===== config.mk =====
export PLATFORM = sky130hd
export DESIGN_NAME = lpad_merge
export DESIGN_NICKNAME = d
export VERILOG_FILES = /design/src/lpad_pkg.sv /design/src/lpad_merge.sv
export SDC_FILE = /design/constraint.sdc
export NUM_CORES = 2
export LEC_CHECK = 0
export BUFFER_PORTS_ARGS = -buffer_cell sky130_fd_sc_hd__buf_4
export CAP_MARGIN = 40
export CORE_AREA = 4 4 395 241
export CTS_CLUSTER_DIAMETER = 60
export DETAILED_ROUTE_END_ITERATION = 12
export DIE_AREA = 0 0 399 245
export PLACE_DENSITY = 0.73
export REMOVE_ABC_BUFFERS = 1
export SLEW_MARGIN = 5
export SYNTH_ARGS = -nofsm -noshare
export SYNTH_HDL_FRONTEND = slang
export SYNTH_SLANG_ARGS = --single-unit

===== constraint.sdc =====
create_clock -name clk -period 7.45 [get_ports clk]
set_clock_uncertainty 0.15 [all_clocks]
set_input_delay 0.3725 -clock clk [delete_from_list [all_inputs] [get_ports clk]]
set_output_delay 0.3725 -clock clk [all_outputs]
set_load 0.02 [all_outputs]

===== src/lpad_pkg.sv =====
// Shared constants, types and functions for the lattice potential action delta block.
// Holds the quarter-wave sine table, built at elaboration, and the 48-bit saturation.
// No dependencies.
package lpad_pkg;

	localparam int AXES             = 3;
	localparam int SINE_TABLE_DEPTH = 1024;
	localparam int LANES            = 2 * AXES;

	localparam int COORD_W    = 16;
	localparam int MAG_W      = COORD_W + 1;
	localparam int PHASE_W    = 16;
	localparam int IDX_W      = $clog2(SINE_TABLE_DEPTH + 1);
	localparam int SINE_W     = 15;
	localparam int SQ_W       = 31;
	localparam int POT_W      = 32;
	localparam int DIFF_W     = 34;
	localparam int PROD_W     = DIFF_W + 17;
	localparam int ACT_W      = 48;
	localparam int SUM_W      = 53;
	localparam int TS_W       = 32;
	localparam int CFG_IDX_W  = 3;
	localparam int CFG_DATA_W = 48;

	localparam logic [CFG_IDX_W-1:0] REG_AXIS_DEPTHS      = 3'd0;
	localparam logic [CFG_IDX_W-1:0] REG_AXIS_WAVENUMBERS = 3'd1;
	localparam logic [CFG_IDX_W-1:0] REG_AXIS_CUTOFFS     = 3'd2;
	localparam logic [CFG_IDX_W-1:0] REG_TIME_SCALE       = 3'd3;

	localparam logic [TS_W-1:0] TIME_SCALE_RESET = 32'h0001_0000;

	localparam logic [63:0] HALF_PI_Q30 = 64'd1686629713;
	localparam int unsigned TAYLOR_DIV [5] = '{6, 20, 42, 72, 110};

	typedef struct packed {
		logic signed [COORD_W-1:0] depth;
		logic [COORD_W-1:0]        wavenumber;
		logic [COORD_W-1:0]        cutoff;
	} lane_cfg_t;

	typedef logic [SINE_W-1:0] sine_rom_t [0:SINE_TABLE_DEPTH];

	// Q0.15 sine magnitude at idx * (pi/2) / depth, odd Taylor series in Q30.
	function automatic logic [SINE_W-1:0] sine_entry(input int unsigned idx);
		logic [63:0]        x;
		logic [63:0]        term;
		logic signed [63:0] sum;
		logic signed [63:0] q;
		if (idx >= SINE_TABLE_DEPTH) begin
			return {SINE_W{1'b1}};
		end
		x    = (64'(idx) * HALF_PI_Q30) / 64'(SINE_TABLE_DEPTH);
		term = x;
		sum  = signed'(x);
		for (int k = 1; k <= 5; k++) begin
			term = (term * x) >> 30;
			term = (term * x) >> 30;
			term = term / 64'(TAYLOR_DIV[k-1]);
			if (k % 2 == 1) begin
				sum = sum - signed'(term);
			end else begin
				sum = sum + signed'(term);
			end
		end
		if (sum < 0) begin
			sum = 0;
		end
		q = (sum + 64'sd16384) >>> 15;
		if (q > 64'sd32767) begin
			return {SINE_W{1'b1}};
		end
		return SINE_W'(q);
	endfunction

	function automatic sine_rom_t build_sine_rom();
		sine_rom_t rom;
		for (int i = 0; i <= SINE_TABLE_DEPTH; i++) begin
			rom[i] = sine_entry(i);
		end
		return rom;
	endfunction

	localparam sine_rom_t SINE_ROM = build_sine_rom();

	// Clamp a wide signed sum to the 48-bit action range.
	function automatic logic signed [ACT_W-1:0] sat_act(input logic signed [SUM_W-1:0] v);
		logic fits;
		fits = (v[SUM_W-1:ACT_W-1] == '0) || (v[SUM_W-1:ACT_W-1] == '1);
		if (fits) begin
			return v[ACT_W-1:0];
		end
		return v[SUM_W-1] ? {1'b1, {(ACT_W-1){1'b0}}} : {1'b0, {(ACT_W-1){1'b1}}};
	endfunction

endpackage


===== src/lpad_merge.sv =====
// Merge stage: sums the new and old lane potentials, scales the difference by
// time_scale and saturates to 48 bits over three stages. Depends on lpad_pkg.
module lpad_merge (
	input  logic                              clk,
	input  logic                              en,
	input  logic signed [lpad_pkg::POT_W-1:0] pot [lpad_pkg::LANES],
	input  logic [lpad_pkg::TS_W-1:0]         time_scale,
	output logic signed [lpad_pkg::ACT_W-1:0] delta
);
	import lpad_pkg::*;

	logic signed [DIFF_W-1:0] sum_new;
	logic signed [DIFF_W-1:0] sum_old;
	logic signed [SUM_W-1:0]  scaled;

	logic signed [DIFF_W-1:0] diff_s5;
	logic signed [PROD_W-1:0] phi_s6;
	logic signed [PROD_W-1:0] plo_s6;
	logic signed [ACT_W-1:0]  delta_s7;

	always_comb begin
		sum_new = '0;
		sum_old = '0;
		for (int a = 0; a < AXES; a++) begin
			sum_new = sum_new + DIFF_W'(pot[a]);
			sum_old = sum_old + DIFF_W'(pot[AXES+a]);
		end
	end

	// Integer part counts twice, since the fraction is taken to 2^-15.
	assign scaled = (SUM_W'(phi_s6) <<< 1) + SUM_W'(plo_s6 >>> 15);

	always_ff @(posedge clk) begin
		if (en) begin
			diff_s5  <= sum_new - sum_old;
			phi_s6   <= PROD_W'(diff_s5) * signed'(PROD_W'(time_scale[TS_W-1:16]));
			plo_s6   <= PROD_W'(diff_s5) * signed'(PROD_W'(time_scale[15:0]));
			delta_s7 <= sat_act(scaled);
		end
	end

	assign delta = delta_s7;

endmodule


# After elaboration in Yosys (flattened, before gate mapping)
# Index checks and enable logic that the tools add are counted.
# totals
ff_bits	184
output_inout_bits	48
elab_cells	20
# classes
add_sub_neg	6
n_mul	2
n_eq_ne	1
muxes	5
reduce_logical	2
# ops
op	count
$mux W48	3
$mul A34 B17 Y51	2
$add A33 B32 Y34	2
$add A32 B32 Y33	2
$add A52 B36 Y53	1
$sub A34 B34 Y34	1
$eq A6 B6 Y1 const B	1
$logic_not A6 Y1	1
$mux W1	2
$logic_or A1 B1 Y1	1

# Logic depth before layout (Yosys ltp)
# depth
word_depth	6
ltp_mapped	26

# Worst setup path after synthesis
# No wires, ideal clock.
# synth_path
path_type	input -> register
start	input time_scale[2] in the netlist's numbering
end	register plo_s6[42] (data pin)
setup_ps	266
arrival_ps	6268
required_time_ps	7034
path_slack_ps	766
cell_stages	23
n_path_buf	2
cell_sequence	clkbuf_1 -> clkbuf_1 -> nand2_1 -> fa_1 -> fa_1 -> inv_1 -> fa_1 -> fa_1 -> fa_1 -> inv_1 -> fa_1 -> inv_1 -> ha_1 -> a21o_1 -> a21o_1 -> a21o_1 -> a31oi_1 -> a21oi_1 -> nor3_1 -> a31oi_1 -> a21boi_0 -> o21ai_0 -> xor2_1
# synth_between
elab_chain_cells	1
# synth_lines
element	line	rtl
start: declaration	lpad_merge.sv:7	input logic [lpad_pkg::TS_W-1:0] time_scale,
$mul A34 B17 Y51	lpad_merge.sv:37	plo_s6 <= PROD_W'(diff_s5) * signed'(PROD_W'(time_scale[15:0]));
end signal: assignment	lpad_merge.sv:37	
end: declaration	lpad_merge.sv:18	logic signed [PROD_W-1:0] plo_s6;
# Every way passes these cells.
# A chain may end at the register's enable or synchronous reset.

# Worst setup path after layout
# layout_path
start	register diff_s5[14]
end	register phi_s6[50] (data pin)
# layout_between
elab_chain_cells	1
# layout_lines
element	line	rtl
start: declaration	lpad_merge.sv:16	logic signed [DIFF_W-1:0] diff_s5;
start signal: assignment	lpad_merge.sv:35	diff_s5 <= sum_new - sum_old;
$mul A34 B17 Y51	lpad_merge.sv:36	phi_s6 <= PROD_W'(diff_s5) * signed'(PROD_W'(time_scale[TS_W-1:16]));
end signal: assignment	lpad_merge.sv:36	
end: declaration	lpad_merge.sv:17	logic signed [PROD_W-1:0] phi_s6;
# Every way passes these cells.

==> impl_metrics.yaml <==
global_routing:
  met2_usage_pct: 38.17
  grt.total_usage_pct: 28.56
  use_met1_pct: 43.30
  grt.busiest_layer: "met1"
  met3_usage_pct: 12.97
  antenna_found_initial: 2
  grt_pass1_vias: 39140
  grt_max_degree: 61
  grt_pass1_wl_um: 216300
  grt_overflow: 0
synthesis:
  ys.flop_type: "edfxtp_1"
  async_reset_ff_share_pct: 0
  synth_area_per_cell_sq_um: 9.375
  synth.area.top_cells: "fa_1, edfxtp_1, inv_1, ha_1, nand2_1"
  synth_top_area_cell: "fa_1"
  synth-seq-area-share_pct: 10.12
  syn_area_sq_um: 50130
  synth_top_area_share_pct: 46.41
  yosysWarnings: 0
  synth-seq-cells: 169
  synth_edf_count: 169
  ys_types: 78
  syn_inst: 5347
worst_setup_path:
  rrSetupSlack_ns: 0.21
  cp_cell_sequence: "buf_4 > and2_1 > fa_1 > inv_1 > fa_1 > fa_1 > inv_1 > fa_1 > fa_1 > inv_1 > fa_1 > inv_1 > ha_1 > and3_1 > a221o_1 > a21o_1 > o211ai_1 > buf_4 > a21o_1 > a21oi_1 > o31ai_1 > buf_4 > mux2i_1 > nand4_1"
  worst-endpoint-required_ns: 7.55
  critPathKind: "flop to flop"
  slowest_stage: "edfxtp_1"
  worstPathArrival_ns: 7.34
  slowest_delay_ns: 0.56
  cp_max_fo: 18
  start_kind: "flop"
  end_kind: "flop"
  cp_common_cell: "fa_1"
  reg2reg_from: "diff_s5[14]"
  worst_r2r_endpoint: "phi_s6[50]"
  r2r_cells: 24
timing:
  min_period_over_period_pct: 97.24
  setup_viol: 0
  period_needed_ns: 7.245
  slew_violations: 0
  fmax_mhz: 138.0
  tightest_slew_ns: 0.9082
  finalSetupTns_ns: 0
  maxSlewHeadroom_pct: 39.02
  setup_slack_ns: 0.2055
  hold_violations: 0
route:
  routed_wl_um: 133900
  vias: 36760
  drc: 0
  vias_per_cell: 5.422
  postRouteAntennaNets: 0
  drtIter0Drc: 3267
  post_drt_wl_per_cell_um: 19.75
  first_pass_iters: 5
flow_run:
  maxCapViolations: 0
cts:
  clock-sinks: 169
  cts_root_buf: "clkbuf_16"
  cts.reportedPaths.clkPinSlew_ns: 0.07
  htree_levels: 4
  clock_latency_ns: 0.51
  tritoncts: "yes"
  hold_buffers: 0
  clockBufferDepth: 2
  cts_buffers: 17
hold_path:
  hold_start: "pot[96]"
  holdPathStages: 2
  hp-class: "input pin to flop"
  hold_end: "diff_s5[0]"
finish:
  fin_nets: 7247
  area_delta_synth_final_pct: 9.161
  drive_above_1_share_pct: 9.068
floorplan:
  die_h_um: 245
  die_x_um: 399
  die_area_sq_um: 97760
  pin_count: 274
  num_rows: 86
  core_sq_um: 91360
  initial_utilization_pct: 54.87
placed_design:
  post-dp-hpwl_um: 112100
  io_buffer_count: 273
  place_ws_ns: 0.09809
  place_congestion: 0.9955
status:
  status: "completed"
## cell families (layout without fill, tap and decap cells)
kind of cell,Yosys count,in the layout,synth area share (%)
buffers and inverters,1545,1745,11.77
adder cells (fa/ha/maj),1487,1487,54.52
AND/OR/NAND/NOR,1457,1457,13.79
AO/OA/AOI/OAI,527,527,6.959
flip-flops,169,169,10.12
XOR/XNOR,160,160,2.796
multiplexers,2,2,0.03994
other,0,2,0
## cell type report
class / instances / area, sq um
sequential: 169 / 5075
tap: 1232 / 1541
timing repair buffer: 413 / 3457
clock buffer: 17 / 425.4
antenna: 2 / 5.005
multi-input combinational: 3633 / 39180
fill: 7792 / 36640
clock inverter: 15 / 152.6
inverter: 1300 / 4880
## flip-flops by register name, summed over array words and instances, names as in the netlist
register,count
phi_s6,51
diff_s5,34
plo_s6,36
delta,48
## worst max-delay path, delay by kind of cell, from the launching register on
kind / cells / cell delay (ns)
AOI/OAI and AO/OA: 6 / 1.36
DFF: 1 / 0.56
and+or+nand+nor: 3 / 0.55
buffers and inverters: 7 / 0.87
adders and majority gates: 7 / 3.32
muxes: 1 / 0.17
## synth_stat cells (all sizes together) (3+ instances only)
library cell	number
a211o	4
a211oi	9
a21boi	10
a21o	87
a21oi	170
a221oi	7
a31oi	16
a41oi	5
and2	404
and3	23
and4	4
buf	16
clkbuf	229
edfxtp	169
fa	1162
ha	325
inv	1300
nand2	778
nand2b	18
nand3	37
nand3b	7
nand4	29
nor2	85
nor2b	20
nor3	32
nor4	4
o2111a	3
o211ai	13
o21a	21
o21ai	119
o21bai	24
o221ai	3
o31ai	11
or2	3
or3	4
or4	4
xnor2	109
xor2	51
## layout by cell type, fill, tap and decap left out, types with 37 or more instances in the layout
master and instances:
a21o_1 86, edfxtp_1 169, fa_1 1162, nand2_1 777, nand3_1 37, nor2_1 85, buf_4 385, a21oi_1 164
xor2_1 51, inv_1 1300, and2_1 403, o21ai_0 83, ha_1 325, xnor2_1 109
## worst max-delay path by stage
stage                      from          to  slack, ns  cells after the start
floorplan           diff_s5[33]  phi_s6[47]       0.75                     21
global placement    diff_s5[12]  phi_s6[50]       0.26                     24
detailed placement  diff_s5[12]  phi_s6[50]        0.1                     24
CTS                 diff_s5[12]  phi_s6[50]       0.09                     24
global route        diff_s5[12]  phi_s6[50]      -0.02                     25
finish              diff_s5[14]  phi_s6[50]       0.21                     24
## per-layer routing
| layer | vias up | wire (um) |
|---|---|---|
| li1 | 16300 | - |
| met1 | 18350 | 60500 |
| met2 | 1998 | 51590 |
| met3 | 112 | 20330 |
| met4 | 0 | 1515 |
| met5 | - | 0 |
## timing repair
action,4_1_cts,5_1_grt
endpoints found under the setup margin,0,18
buffers inserted,0,11
endpoints found under the hold margin,0,0
gates resized for setup,0,4
## stage by stage
stage | hold slack [ns] | util [%] | cells | cell area (sq um)
2_1_floorplan | 0.3350 | - | 5102 | 49100
3_3_place_gp | 0.4738 | 59.06 | 6734 | 53960
3_5_place_dp | 0.4649 | 59.12 | 6736 | 54010
4_1_cts | 0.02627 | 59.75 | 6768 | 54590
5_1_grt | 0.05105 | 59.89 | 6779 | 54710
6_report | 0.06527 | 59.90 | 6781 | 54720
Power is not shown: default switching activity piles up to over one toggle a cycle in this logic, so the estimate is an artifact.
